===== src/hdl/utr_pkg.sv =====
// shared constants, types and the arctangent table for the unicycle rollout
`timescale 1ns / 1ps

package utr_pkg;

  // default sizing
  localparam int unsigned MaxStepsDef    = 64;
  localparam int unsigned CordicItersDef = 16;
  localparam int unsigned AtanEntries    = 24;

  // field widths
  localparam int unsigned CmdW     = 16;
  localparam int unsigned DtW      = 16;
  localparam int unsigned CountW   = 7;
  localparam int unsigned PosW     = 32;
  localparam int unsigned HeadW    = 25;
  localparam int unsigned CfgIdxW  = 1;
  localparam int unsigned CfgDataW = 16;

  // datapath widths
  localparam int unsigned TrigW  = 34;                  // cordic x, y, z (Q2.30 plus guard)
  localparam int unsigned MulAW  = 34;
  localparam int unsigned MulBW  = 18;
  localparam int unsigned MulPW  = MulAW + MulBW;
  localparam int unsigned DeltaW = 22;                  // per-step increments
  localparam int unsigned RedW   = 27;                  // angle reduction register

  // configuration register indexes
  localparam logic [CfgIdxW-1:0] RegTimeStep  = 1'd0;
  localparam logic [CfgIdxW-1:0] RegStepCount = 1'd1;

  localparam logic [DtW-1:0]    TimeStepRst  = 16'd3277;
  localparam logic [CountW-1:0] StepCountRst = 7'd20;

  // angle constants in Q8.16
  localparam logic signed [RedW-1:0] TwoPi      = 27'sd411775;
  localparam logic signed [RedW-1:0] Pi         = 27'sd205887;
  localparam logic signed [RedW-1:0] HalfPi     = 27'sd102944;
  // 41 turns lift any saturated heading above zero
  localparam logic signed [RedW-1:0] TurnOffset = 27'sd16882775;
  localparam logic signed [TrigW-1:0] GainInv   = 34'sh026DD3B6A;

  localparam logic signed [HeadW:0] HeadMax = 26'sd16777215;
  localparam logic signed [HeadW:0] HeadMin = -26'sd16777216;

  typedef struct packed {
    logic                    start;
    logic signed [HeadW-1:0] angle;
  } trig_req_t;

  typedef struct packed {
    logic                    done;
    logic signed [TrigW-1:0] cos_v;
    logic signed [TrigW-1:0] sin_v;
  } trig_rsp_t;

  // truncated atan(2^-i) in Q2.30
  function automatic logic signed [TrigW-1:0] atan_q30(input logic [4:0] idx);
    logic signed [TrigW-1:0] v;
    unique case (idx)
      5'd0:    v = 34'sh03243F6A8;
      5'd1:    v = 34'sh01DAC6705;
      5'd2:    v = 34'sh00FADBAFC;
      5'd3:    v = 34'sh007F56EA6;
      5'd4:    v = 34'sh003FEAB76;
      5'd5:    v = 34'sh001FFD55B;
      5'd6:    v = 34'sh000FFFAAA;
      5'd7:    v = 34'sh0007FFF55;
      5'd8:    v = 34'sh0003FFFEA;
      5'd9:    v = 34'sh0001FFFFD;
      5'd10:   v = 34'sh0000FFFFF;
      5'd11:   v = 34'sh00007FFFF;
      5'd12:   v = 34'sh00003FFFF;
      5'd13:   v = 34'sh00001FFFF;
      5'd14:   v = 34'sh00000FFFF;
      5'd15:   v = 34'sh000007FFF;
      5'd16:   v = 34'sh000003FFF;
      5'd17:   v = 34'sh000001FFF;
      5'd18:   v = 34'sh000000FFF;
      5'd19:   v = 34'sh0000007FF;
      5'd20:   v = 34'sh0000003FF;
      5'd21:   v = 34'sh0000001FF;
      5'd22:   v = 34'sh0000000FF;
      5'd23:   v = 34'sh00000007F;
      default: v = '0;
    endcase
    return v;
  endfunction

endpackage


===== src/hdl/unicycle_trajectory_rollout.sv =====
// unicycle rollout: step sequencer, accumulators, config registers and output register
// per command: turn_rate*dt and speed*dt through the shared multiplier; per point:
//   heading add, 7 reduction steps, fold, one cordic iteration per cycle, the cos
//   and sin partial products, then emit, which waits while the output is stalled
// a new command is taken only when idle, after the last point of the previous one
// reset: asynchronous active low, time_step to 3277 and step_count to 20, block idle
`timescale 1ns / 1ps

module unicycle_trajectory_rollout #(
  parameter int unsigned MAX_STEPS    = utr_pkg::MaxStepsDef,
  parameter int unsigned CORDIC_ITERS = utr_pkg::CordicItersDef
) (
  input  logic                                  clk_i,
  input  logic                                  rst_ni,
  input  logic                                  in_valid_i,
  output logic                                  in_stall_o,
  input  logic signed [utr_pkg::CmdW-1:0]       speed_i,
  input  logic signed [utr_pkg::CmdW-1:0]       turn_rate_i,
  output logic                                  out_valid_o,
  input  logic                                  out_stall_i,
  output logic signed [utr_pkg::PosW-1:0]       pos_x_o,
  output logic signed [utr_pkg::PosW-1:0]       pos_y_o,
  output logic signed [utr_pkg::HeadW-1:0]      heading_o,
  output logic                                  last_o,
  input  logic                                  cfg_valid_i,
  output logic                                  cfg_ready_o,
  input  logic [utr_pkg::CfgIdxW-1:0]           cfg_index_i,
  input  logic [utr_pkg::CfgDataW-1:0]          cfg_data_i
);

  localparam int unsigned CntW = (MAX_STEPS < 2) ? 1 : $clog2(MAX_STEPS + 1);
  localparam int unsigned AW   = utr_pkg::MulAW;
  localparam int unsigned BW   = utr_pkg::MulBW;
  localparam int unsigned PW   = utr_pkg::MulPW;
  localparam int unsigned DW   = utr_pkg::DeltaW;
  localparam int unsigned HW   = utr_pkg::HeadW;
  localparam int unsigned XW   = utr_pkg::PosW;

  typedef enum logic [2:0] {
    ST_IDLE,
    ST_PRE,
    ST_HEAD,
    ST_TRIG,
    ST_MUL,
    ST_EMIT
  } state_e;

  state_e                 state_q;
  logic [2:0]             phase_q;
  logic [utr_pkg::DtW-1:0]    time_step_q;
  logic [utr_pkg::CountW-1:0] step_count_q;
  logic [CntW-1:0]        limit_q, step_q;
  logic signed [utr_pkg::CmdW-1:0] speed_q, turn_q;
  logic signed [AW-1:0]   sd_q;
  logic signed [DW-1:0]   dh_q, dx_q, dy_q;
  logic signed [PW-1:0]   acc_q;
  logic signed [HW-1:0]   heading_q;
  logic                   hchg_q;
  logic signed [XW-1:0]   x_q, y_q;

  logic                   out_valid_q;
  logic signed [XW-1:0]   pos_x_q, pos_y_q;
  logic signed [HW-1:0]   heading_out_q;
  logic                   last_q;

  logic signed [AW-1:0]   mul_a;
  logic signed [BW-1:0]   mul_b;
  logic signed [PW-1:0]   prod;
  logic signed [63:0]     wide_sum;
  logic signed [DW-1:0]   delta_rnd;
  logic signed [PW-1:0]   dh_sum;
  logic signed [HW:0]     hsum;
  logic signed [HW-1:0]   hsat;
  logic [CntW-1:0]        step_nxt;
  logic [CntW-1:0]        limit_nxt;
  logic                   is_last;
  logic                   slot_free;
  logic                   in_acc;

  utr_pkg::trig_req_t     trig_req;
  utr_pkg::trig_rsp_t     trig_rsp;

  utr_mul u_mul (
    .clk_i (clk_i),
    .a_i   (mul_a),
    .b_i   (mul_b),
    .p_o   (prod)
  );

  utr_sincos #(
    .CORDIC_ITERS (CORDIC_ITERS)
  ) u_sincos (
    .clk_i  (clk_i),
    .rst_ni (rst_ni),
    .req_i  (trig_req),
    .rsp_o  (trig_rsp)
  );

  assign in_stall_o  = (state_q != ST_IDLE);
  assign in_acc      = in_valid_i && !in_stall_o;
  assign cfg_ready_o = 1'b1;
  assign slot_free   = !out_valid_q || !out_stall_i;

  // operand select for the shared multiplier
  always_comb begin
    mul_a = sd_q;
    mul_b = '0;
    if (state_q == ST_PRE) begin
      mul_a = (phase_q == 3'd0) ? AW'(turn_q) : AW'(speed_q);
      mul_b = BW'(time_step_q);
    end else begin
      unique case (phase_q)
        3'd0:    mul_b = BW'(trig_rsp.cos_v[15:0]);
        3'd1:    mul_b = trig_rsp.cos_v[AW-1:16];
        3'd2:    mul_b = BW'(trig_rsp.sin_v[15:0]);
        3'd3:    mul_b = trig_rsp.sin_v[AW-1:16];
        default: mul_b = '0;
      endcase
    end
  end

  // rebuild speed*dt*trig from two partial products and round off 42 bits
  assign wide_sum  = (64'(prod) <<< 16) + 64'(acc_q) + (64'sd1 <<< 41);
  assign delta_rnd = wide_sum[63:42];
  assign dh_sum    = prod + PW'(2048);

  always_comb begin
    hsum = (HW+1)'(heading_q) + (HW+1)'(dh_q);
    if (hsum > utr_pkg::HeadMax) begin
      hsat = HW'(utr_pkg::HeadMax);
    end else if (hsum < utr_pkg::HeadMin) begin
      hsat = HW'(utr_pkg::HeadMin);
    end else begin
      hsat = hsum[HW-1:0];
    end
  end

  assign trig_req.start = (state_q == ST_HEAD);
  assign trig_req.angle = hsat;

  always_comb begin
    if (step_count_q == '0) begin
      limit_nxt = CntW'(1);
    end else if (step_count_q > utr_pkg::CountW'(MAX_STEPS)) begin
      limit_nxt = CntW'(MAX_STEPS);
    end else begin
      limit_nxt = step_count_q[CntW-1:0];
    end
  end

  assign step_nxt = step_q + CntW'(1);
  assign is_last  = (step_nxt >= limit_q) ||
                    (dx_q == '0 && dy_q == '0 && !hchg_q);

  always_ff @(posedge clk_i or negedge rst_ni) begin
    if (!rst_ni) begin
      state_q       <= ST_IDLE;
      phase_q       <= '0;
      time_step_q   <= utr_pkg::TimeStepRst;
      step_count_q  <= utr_pkg::StepCountRst;
      out_valid_q   <= 1'b0;
      limit_q       <= '0;
      step_q        <= '0;
      speed_q       <= '0;
      turn_q        <= '0;
      sd_q          <= '0;
      dh_q          <= '0;
      dx_q          <= '0;
      dy_q          <= '0;
      acc_q         <= '0;
      heading_q     <= '0;
      hchg_q        <= 1'b0;
      x_q           <= '0;
      y_q           <= '0;
      pos_x_q       <= '0;
      pos_y_q       <= '0;
      heading_out_q <= '0;
      last_q        <= 1'b0;
    end else begin
      if (cfg_valid_i && cfg_ready_o) begin
        unique case (cfg_index_i)
          utr_pkg::RegTimeStep:  time_step_q  <= cfg_data_i;
          utr_pkg::RegStepCount: step_count_q <= cfg_data_i[utr_pkg::CountW-1:0];
          default: ;
        endcase
      end

      // the emit state loads the next point itself
      if (out_valid_q && !out_stall_i && state_q != ST_EMIT) begin
        out_valid_q <= 1'b0;
      end

      unique case (state_q)
        ST_IDLE: begin
          if (in_acc) begin
            speed_q   <= speed_i;
            turn_q    <= turn_rate_i;
            limit_q   <= limit_nxt;
            step_q    <= '0;
            x_q       <= '0;
            y_q       <= '0;
            heading_q <= '0;
            phase_q   <= '0;
            state_q   <= ST_PRE;
          end
        end
        ST_PRE: begin
          phase_q <= phase_q + 3'd1;
          if (phase_q == 3'd1) begin
            dh_q <= dh_sum[DW+11:12];
          end
          if (phase_q == 3'd2) begin
            sd_q    <= prod[AW-1:0];
            state_q <= ST_HEAD;
          end
        end
        ST_HEAD: begin
          hchg_q    <= (hsat != heading_q);
          heading_q <= hsat;
          state_q   <= ST_TRIG;
        end
        ST_TRIG: begin
          if (trig_rsp.done) begin
            phase_q <= '0;
            state_q <= ST_MUL;
          end
        end
        ST_MUL: begin
          phase_q <= phase_q + 3'd1;
          unique case (phase_q)
            3'd1, 3'd3: acc_q <= prod;
            3'd2:       dx_q  <= delta_rnd;
            3'd4: begin
              dy_q    <= delta_rnd;
              state_q <= ST_EMIT;
            end
            default: ;
          endcase
        end
        ST_EMIT: begin
          if (slot_free) begin
            x_q           <= x_q + XW'(dx_q);
            y_q           <= y_q + XW'(dy_q);
            step_q        <= step_nxt;
            out_valid_q   <= 1'b1;
            pos_x_q       <= x_q + XW'(dx_q);
            pos_y_q       <= y_q + XW'(dy_q);
            heading_out_q <= heading_q;
            last_q        <= is_last;
            state_q       <= is_last ? ST_IDLE : ST_HEAD;
          end
        end
        default: state_q <= ST_IDLE;
      endcase
    end
  end

  assign out_valid_o = out_valid_q;
  assign pos_x_o     = pos_x_q;
  assign pos_y_o     = pos_y_q;
  assign heading_o   = heading_out_q;
  assign last_o      = last_q;

endmodule


===== src/hdl/utr_mul.sv =====
// shared signed multiplier with registered product
`timescale 1ns / 1ps

module utr_mul (
  input  logic                              clk_i,
  input  logic signed [utr_pkg::MulAW-1:0]  a_i,
  input  logic signed [utr_pkg::MulBW-1:0]  b_i,
  output logic signed [utr_pkg::MulPW-1:0]  p_o
);

  logic signed [utr_pkg::MulPW-1:0] p_q;

  always_ff @(posedge clk_i) begin
    p_q <= utr_pkg::MulPW'(a_i) * utr_pkg::MulPW'(b_i);
  end

  assign p_o = p_q;

endmodule


===== src/hdl/utr_sincos.sv =====
// heading reduction and iterative cordic for cosine and sine
`timescale 1ns / 1ps

module utr_sincos #(
  parameter int unsigned CORDIC_ITERS = utr_pkg::CordicItersDef
) (
  input  logic                clk_i,
  input  logic                rst_ni,
  input  utr_pkg::trig_req_t  req_i,
  output utr_pkg::trig_rsp_t  rsp_o
);

  localparam int unsigned Iters = (CORDIC_ITERS > utr_pkg::AtanEntries) ?
                                  utr_pkg::AtanEntries : CORDIC_ITERS;
  localparam logic [4:0] LastIter = 5'(Iters - 1);
  localparam int unsigned RW = utr_pkg::RedW;
  localparam int unsigned TW = utr_pkg::TrigW;

  typedef enum logic [1:0] {
    ST_IDLE,
    ST_REDUCE,
    ST_FOLD,
    ST_ROTATE
  } state_e;

  state_e                state_q;
  logic [2:0]            k_q;
  logic [4:0]            i_q;
  logic                  flip_q;
  logic                  done_q;
  logic signed [RW-1:0]  r_q;
  logic signed [TW-1:0]  x_q, y_q, z_q;

  logic signed [RW-1:0]  modulus;
  logic signed [RW-1:0]  rc;
  logic signed [RW-1:0]  rf;
  logic                  fold;
  logic signed [TW-1:0]  xs, ys, at;

  // one restoring step against 2*pi scaled by 2^k
  assign modulus = utr_pkg::TwoPi <<< k_q;

  always_comb begin
    rc   = (r_q > utr_pkg::Pi) ? r_q - utr_pkg::TwoPi : r_q;
    fold = 1'b0;
    rf   = rc;
    if (rc > utr_pkg::HalfPi) begin
      rf   = rc - utr_pkg::Pi;
      fold = 1'b1;
    end else if (rc < -utr_pkg::HalfPi) begin
      rf   = rc + utr_pkg::Pi;
      fold = 1'b1;
    end
  end

  assign xs = x_q >>> i_q;
  assign ys = y_q >>> i_q;
  assign at = utr_pkg::atan_q30(i_q);

  always_ff @(posedge clk_i or negedge rst_ni) begin
    if (!rst_ni) begin
      state_q <= ST_IDLE;
      done_q  <= 1'b0;
      k_q     <= '0;
      i_q     <= '0;
      flip_q  <= 1'b0;
      r_q     <= '0;
      x_q     <= '0;
      y_q     <= '0;
      z_q     <= '0;
    end else begin
      done_q <= (state_q == ST_ROTATE) && (i_q == LastIter);
      unique case (state_q)
        ST_IDLE: begin
          if (req_i.start) begin
            r_q     <= RW'(req_i.angle) + utr_pkg::TurnOffset;
            k_q     <= 3'd6;
            state_q <= ST_REDUCE;
          end
        end
        ST_REDUCE: begin
          if (r_q >= modulus) begin
            r_q <= r_q - modulus;
          end
          if (k_q == 3'd0) begin
            state_q <= ST_FOLD;
          end else begin
            k_q <= k_q - 3'd1;
          end
        end
        ST_FOLD: begin
          flip_q  <= fold;
          z_q     <= TW'(rf) <<< 14;
          x_q     <= utr_pkg::GainInv;
          y_q     <= '0;
          i_q     <= '0;
          state_q <= ST_ROTATE;
        end
        ST_ROTATE: begin
          if (!z_q[TW-1]) begin
            x_q <= x_q - ys;
            y_q <= y_q + xs;
            z_q <= z_q - at;
          end else begin
            x_q <= x_q + ys;
            y_q <= y_q - xs;
            z_q <= z_q + at;
          end
          if (i_q == LastIter) begin
            state_q <= ST_IDLE;
          end else begin
            i_q <= i_q + 5'd1;
          end
        end
        default: state_q <= ST_IDLE;
      endcase
    end
  end

  assign rsp_o.done  = done_q;
  assign rsp_o.cos_v = flip_q ? -x_q : x_q;
  assign rsp_o.sin_v = flip_q ? -y_q : y_q;

endmodule


===== config.mk =====
export PLATFORM = sky130hd
export DESIGN_NAME = unicycle_trajectory_rollout
export DESIGN_NICKNAME = d
export VERILOG_FILES = /design/src/hdl/utr_pkg.sv /design/src/hdl/unicycle_trajectory_rollout.sv /design/src/hdl/utr_mul.sv /design/src/hdl/utr_sincos.sv
export SDC_FILE = /design/constraint.sdc
export NUM_CORES = 2
export LEC_CHECK = 0
export BUFFER_PORTS_ARGS = -buffer_cell sky130_fd_sc_hd__buf_2
export CORE_MARGIN = 10
export CORE_UTILIZATION = 55
export DETAILED_ROUTE_END_ITERATION = 8
export PLACE_DENSITY = 0.71
export SLEW_MARGIN = 20
export SYNTH_ARGS = -nofsm -noshare
export SYNTH_HDL_FRONTEND = slang
export SYNTH_HIERARCHICAL = 1
export SYNTH_SLANG_ARGS = --single-unit
export TNS_END_PERCENT = 50

===== constraint.sdc =====
create_clock -name clk_i -period 16 [get_ports clk_i]
set_input_delay 0.8 -clock clk_i [delete_from_list [all_inputs] [get_ports clk_i]]
set_output_delay 0.8 -clock clk_i [all_outputs]
set_load 0.1 [all_outputs]

**Yosys cells after proc, flatten, opt, wreduce, memory -nomap -nowiden**

Memories as Yosys holds them, arrays and structs flattened.
Index checks and enable logic that the tools add are counted.

- Bits of input ports: 54
- Word-level logic and storage cells: 195
- Output and inout bits: 93
- ROM bits: 960
- Register bits after elaboration: 601
- Memories kept: 1

- Order comparisons: 8
- Equal/unequal tests: 26
- Muxes and demuxes: 56
- Add/sub/neg operators: 23
- Bitwise logic cells: 1
- Multipliers: 1
- Reductions and logical operators: 44
- Shift operators: 3

Memory list:

| name | depth | bits a word | rd ports | clocked after memory_dff | wr ports | RTL line | text |
|---|---|---|---|---|---|---|---|
| (name not given) | 32 | 30 | 1 | 0 | 0 | utr_pkg.sv:60 | `unique case (idx)` |

Operator list:

| operator | number |
|---|---|
| 34-bit two-way mux | 7 |
| 34-bit one-hot mux with 2 select lines | 3 |
| 32-bit one-hot mux with 2 select lines | 2 |
| 34-bit adder | 3 |
| 34-bit subtractor | 3 |
| 32-bit two-way mux | 3 |
| 27-bit two-way mux | 3 |
| 25-bit two-way mux | 3 |
| 18-bit one-hot mux with 4 select lines | 1 |
| 34-bit negator | 2 |
| 34-bit by 5-bit >>> shifter with 34-bit output | 2 |
| 32-bit by 22-bit adder with 32-bit output | 2 |
| 64-bit by 43-bit adder with 64-bit output (second input constant) | 1 |
| 64-bit by 52-bit adder with 64-bit output | 1 |
| 27-bit one-hot mux with 2 select lines | 1 |
| 34-bit by 18-bit multiplier with 52-bit output | 1 |
| 25-bit one-hot mux with 2 select lines | 1 |
| 22-bit zero test | 2 |
| 20-bit two-way mux | 2 |
| 34-bit by 13-bit adder with 34-bit output (second input constant) | 1 |
| 7-bit two-way mux | 4 |
| 25-bit by 26-bit adder with 27-bit output (second input constant) | 1 |
| 27-bit greater-or-equal comparator | 1 |
| 27-bit by 18-bit greater-than comparator with 1-bit output (second input constant) | 1 |
| 50 further kinds | 111 |

**Depth between registers and ports, before layout**

- Depth after elaboration: 7
- Gate-level depth with buffers: 39
- Mapped depth without buffers: 37

**By module**

Netlist, hierarchy kept.

Modules (own cells, without submodules):

| module | instances | seq. area each (um^2) | cells an instance | area an instance (um^2) |
|---|---|---|---|---|
| unicycle_trajectory_rollout | 1 | 9820.7 | 2597 | 24084.3 |
| utr_mul | 1 | 1041.0 | 2499 | 22312.6 |
| utr_sincos | 1 | 3528.4 | 2792 | 22255.1 |

**Worst setup path after synthesis**

No wires, ideal clock.

- Kind: register to register
- Start point: register u_sincos.y_q[8]
- End point: register u_mul.p_q (netlist bit u_mul/p_o[51])
- Period minus slack after synthesis: 9.593 ns
- Cell stages (with the launch flop): 35
- Arrival time: 9.472 ns
- Path buffers: 5
- Setup time: 0.121 ns
- Required time: 15.879 ns
- Path slack: 6.407 ns
- Cells stage by stage: dfrtp_1 clkbuf_1 or4_1 or3_1 or3b_2 or4_1 or4_1 o31ai_1 xnor2_1 a22oi_1 nor2_1 inv_1 clkbuf_1 buf_1 nor2_1 fa_1 fa_1 fa_1 fa_1 fa_1 inv_1 fa_1 inv_1 ha_1 buf_2 and4_1 buf_4 nand2_2 a2111oi_4 o41ai_1 a31oi_4 a21oi_2 nor4b_4 o221ai_2 xnor2_1

RTL lines:

| item | RTL line | text |
|---|---|---|
| from (decl) | utr_sincos.sv:32 | `logic signed [TW-1:0] x_q, y_q, z_q;` |
| from (signal assigned) | utr_sincos.sv:102 | `y_q <= y_q + xs;` |
| from (signal assigned) | utr_sincos.sv:106 | `y_q <= y_q - xs;` |
| to (signal assigned) | utr_mul.sv:14 | `p_q <= utr_pkg::MulPW'(a_i) * utr_pkg::MulPW'(b_i);` |
| to (decl) | utr_mul.sv:11 | `logic signed [utr_pkg::MulPW-1:0] p_q;` |

==> reports/results.ini <==
[outcome]
outcome=finished, final reports clean

[routing]
via_count=57300
wl_per_cell_um=20.7
vias_per_cell=6.05
top_layer_used=met5
drt_first_pass_iters=5
wl_met2_mm=84.8
drtIter0Drc=5836
m1WireLength_mm=87.2
wirelength_mm=196
ant_nets=0
met3WireLength_mm=18.1
drcViolationCount=0

[global_route]
grt_use_total_pct=27.6
grt_antenna_before_repair=5
grt_pass1_vias=57400
grt_pass1_wl_mm=317
grt_max_degree=148
grt-ovfl-total=0

[setup_path]
cp_data_required_time_ns=16.56
worst_path_max_delay_cell=clkinv_1
r2r_end=u_mul/p_o[50]
startpoint_type=register
crit-reg2reg-launch=u_sincos/y_q[9]
path_class=register to register
cp_common_cell=fa_1
critPathMaxFanout=29
r2r_slack_ns=4.86
crit_path_max_incr_delay_ns=0.86
worstRegToRegCells=30
crit_path_end_kind=register
worstPathArrival_ns=11.70

[clock_tree]
clk_pin_slew_ns=0.06
clockBufferDepth=3
cts_tree=done
post_cts_buffers=0
clk_latency_ns=0.71
cts.sinks=585
postCtsHoldBufs=0
post_cts_resize_count=0
cts-root-buf=clkbuf_16
htreeDepth=3
cts_buffers=71

[worst_hold_path]
min_path_type=input pin to asynchronous set/reset pin

[synth]
yosys-top-cells-area=dfrtp_1 19%, fa_1 17%, ha_1 8.7%, nand2_1 6.7%, inv_1 4.5%
synth_cells=7888
synthesis.area_um2=68700
synth.yosys.seq_area_share_pct=21.0
async_flop_share_pct=91.1
yosysTopAreaCellShare_pct=19.1
synth_edf_count=0
yosysTopAreaCell=dfrtp_1
synthFlopType=dfrtp_1
synth_seq_cells=585
syn_avg_cell_area_um2=8.70
synth_nets=9010
ys_types=125
yosysWarnings=6

[cells_and_area]
drive_gt1_share_pct=9.55
fin_nets=8898
syn_to_final_growth_pct=6.22
layout_common_cells=1231 x nand2_1, 826 x inv_1, 592 x fa_1
layout_commonest_cell=nand2_1
fillers=10900

[timing]
post-route-period-util_pct=69.6
rsz0062_at_grt=no
maxSlewViolCount=0
fin_crit_ns=11.14
setup_viol=0
fmax_ghz=0.0898
setup_tns_ns=0
tightest_slew_ns=1.11
slew_headroom_pct=25.0
hold_viol=0
fin_skew_ns=0.0471

[die]
start_util_pct=55.5
core_um2=124000
rows=129
die_x_um=373
ioPinCount=147
die_area_um2=139000
dieHeight_um=373

[place]
routabilityCongestion=0.976
placement.io_buffers=145
hpwlAfterDp_mm=150

[flow_run]
max_cap_viol_count=0

==> cell type report <==
class / instances / area (um^2) / area share, %
repair buffers: 233 / 1430 / 1.96
clock inverters: 33 / 437 / 0.599
clock buffers: 94 / 1960 / 2.69
well taps: 1637 / 2050 / 2.81
flip-flops and latches: 585 / 14400 / 19.7
diodes: 6 / 15.0 / 0.0206
multi-input cells: 6052 / 49500 / 67.9
inverters: 833 / 3130 / 4.29
==> metal layers <==
layer | GRT usage [%] | vias up
li1 | - | 26400
met1 | 39.0 | 28300
met2 | 41.9 | 2324
met3 | 6.71 | 345
met4 | 7.95 | 2
met5 | 0 | -
==> cells by family after synthesis <==
family                     count (synthesis)  synth area share (%)
AOI/OAI and AO/OA                       1592                  15.4
xor gates and xnor gates                 498                  6.35
adders and majority gates               1092                  26.3
buffers and inverters                   1251                  7.11
DFF                                      585                  21.0
muxes                                    326                  6.68
other                                      1               0.00546
and+or+nand+nor                         2543                  17.2
==> state kept, by name (all words and copies together) (netlist names), 5 cells and up <==
register	flops
time_step_q	16
u_sincos/x_q	34
step_q	7
speed_q	16
heading_q	25
limit_q	7
dx_q	22
acc_q	36
u_sincos/i_q	5
pos_x_o	32
u_sincos/r_q	27
pos_y_o	32
u_sincos/z_q	34
u_mul/p_o	52
u_sincos/y_q	34
turn_q	16
dy_q	22
step_count_q	7
x_q	32
y_q	32
heading_o	25
sd_q	34
dh_q	22
==> cell usage after synthesis (16+ instances only) <==
master	instances
a211oi_1	37
a21boi_0	18
a21o_1	196
a21oi_1	397
a22o_1	33
a22oi_1	52
a31o_2	16
a31oi_1	57
and2_1	265
and3_1	47
and4_1	18
buf_1	36
buf_2	40
clkbuf_1	318
dfrtp_1	524
dfxtp_1	52
fa_1	592
ha_1	476
inv_1	831
maj3_1	22
mux2_2	156
mux2i_1	80
mux4_2	90
nand2_1	1232
nand2b_1	73
nand3_1	122
nand4_1	44
nor2_1	395
nor2b_1	58
nor3_1	96
nor4_1	41
o211ai_1	26
o21a_1	54
o21ai_0	345
o21ai_1	19
o21bai_1	32
o22ai_1	25
o31ai_1	56
o41ai_1	16
or2_2	27
or3_1	40
or4_1	17
xnor2_1	309
xor2_1	189
==> critical path, delay by kind of cell, from the launching register on <==
| kind | cells | cell delay [ns] |
|---|---|---|
| fa+ha+maj | 7 | 3.51 |
| xor+xnor | 2 | 0.33 |
| flops | 1 | 0.48 |
| buf+inv | 4 | 1.15 |
| compound gates | 7 | 1.79 |
| simple gates | 10 | 3.71 |
==> worst max-delay path by stage <==
stage | start | endpoint | slack, ns | cells past startpoint
floorplan | u_sincos/y_q[8] | u_mul/p_o[51] | 6.41 | 34
detailed placement | u_sincos/y_q[9] | u_mul/p_o[50] | 5.21 | 30
global placement | u_sincos/y_q[9] | u_mul/p_o[50] | 5.46 | 30
CTS | u_sincos/y_q[9] | u_mul/p_o[50] | 5.19 | 30
global route | u_sincos/y_q[5] | u_mul/p_o[50] | 4.39 | 31
finish | u_sincos/y_q[9] | u_mul/p_o[50] | 4.86 | 30
==> per-stage QoR <==
| stage | setup slack [ns] | cell area, um^2 | instances | util, % | hold slack, ns |
|---|---|---|---|---|---|
| detailed placement | 5.21 | 70500 | 9340 | 56.9 | 0.447 |
| finish | 4.86 | 72900 | 9473 | 58.9 | 0.102 |
| floorplan | 6.41 | 68700 | 7888 | - | 0.440 |
| global placement | 5.46 | 70500 | 9339 | 56.9 | 0.446 |
| global route | 4.39 | 72900 | 9470 | 58.9 | 0.161 |
| CTS | 5.19 | 72900 | 9467 | 58.9 | 0.103 |
Power is not shown: default switching activity piles up to over one toggle a cycle in this logic, so the estimate is an artifact.
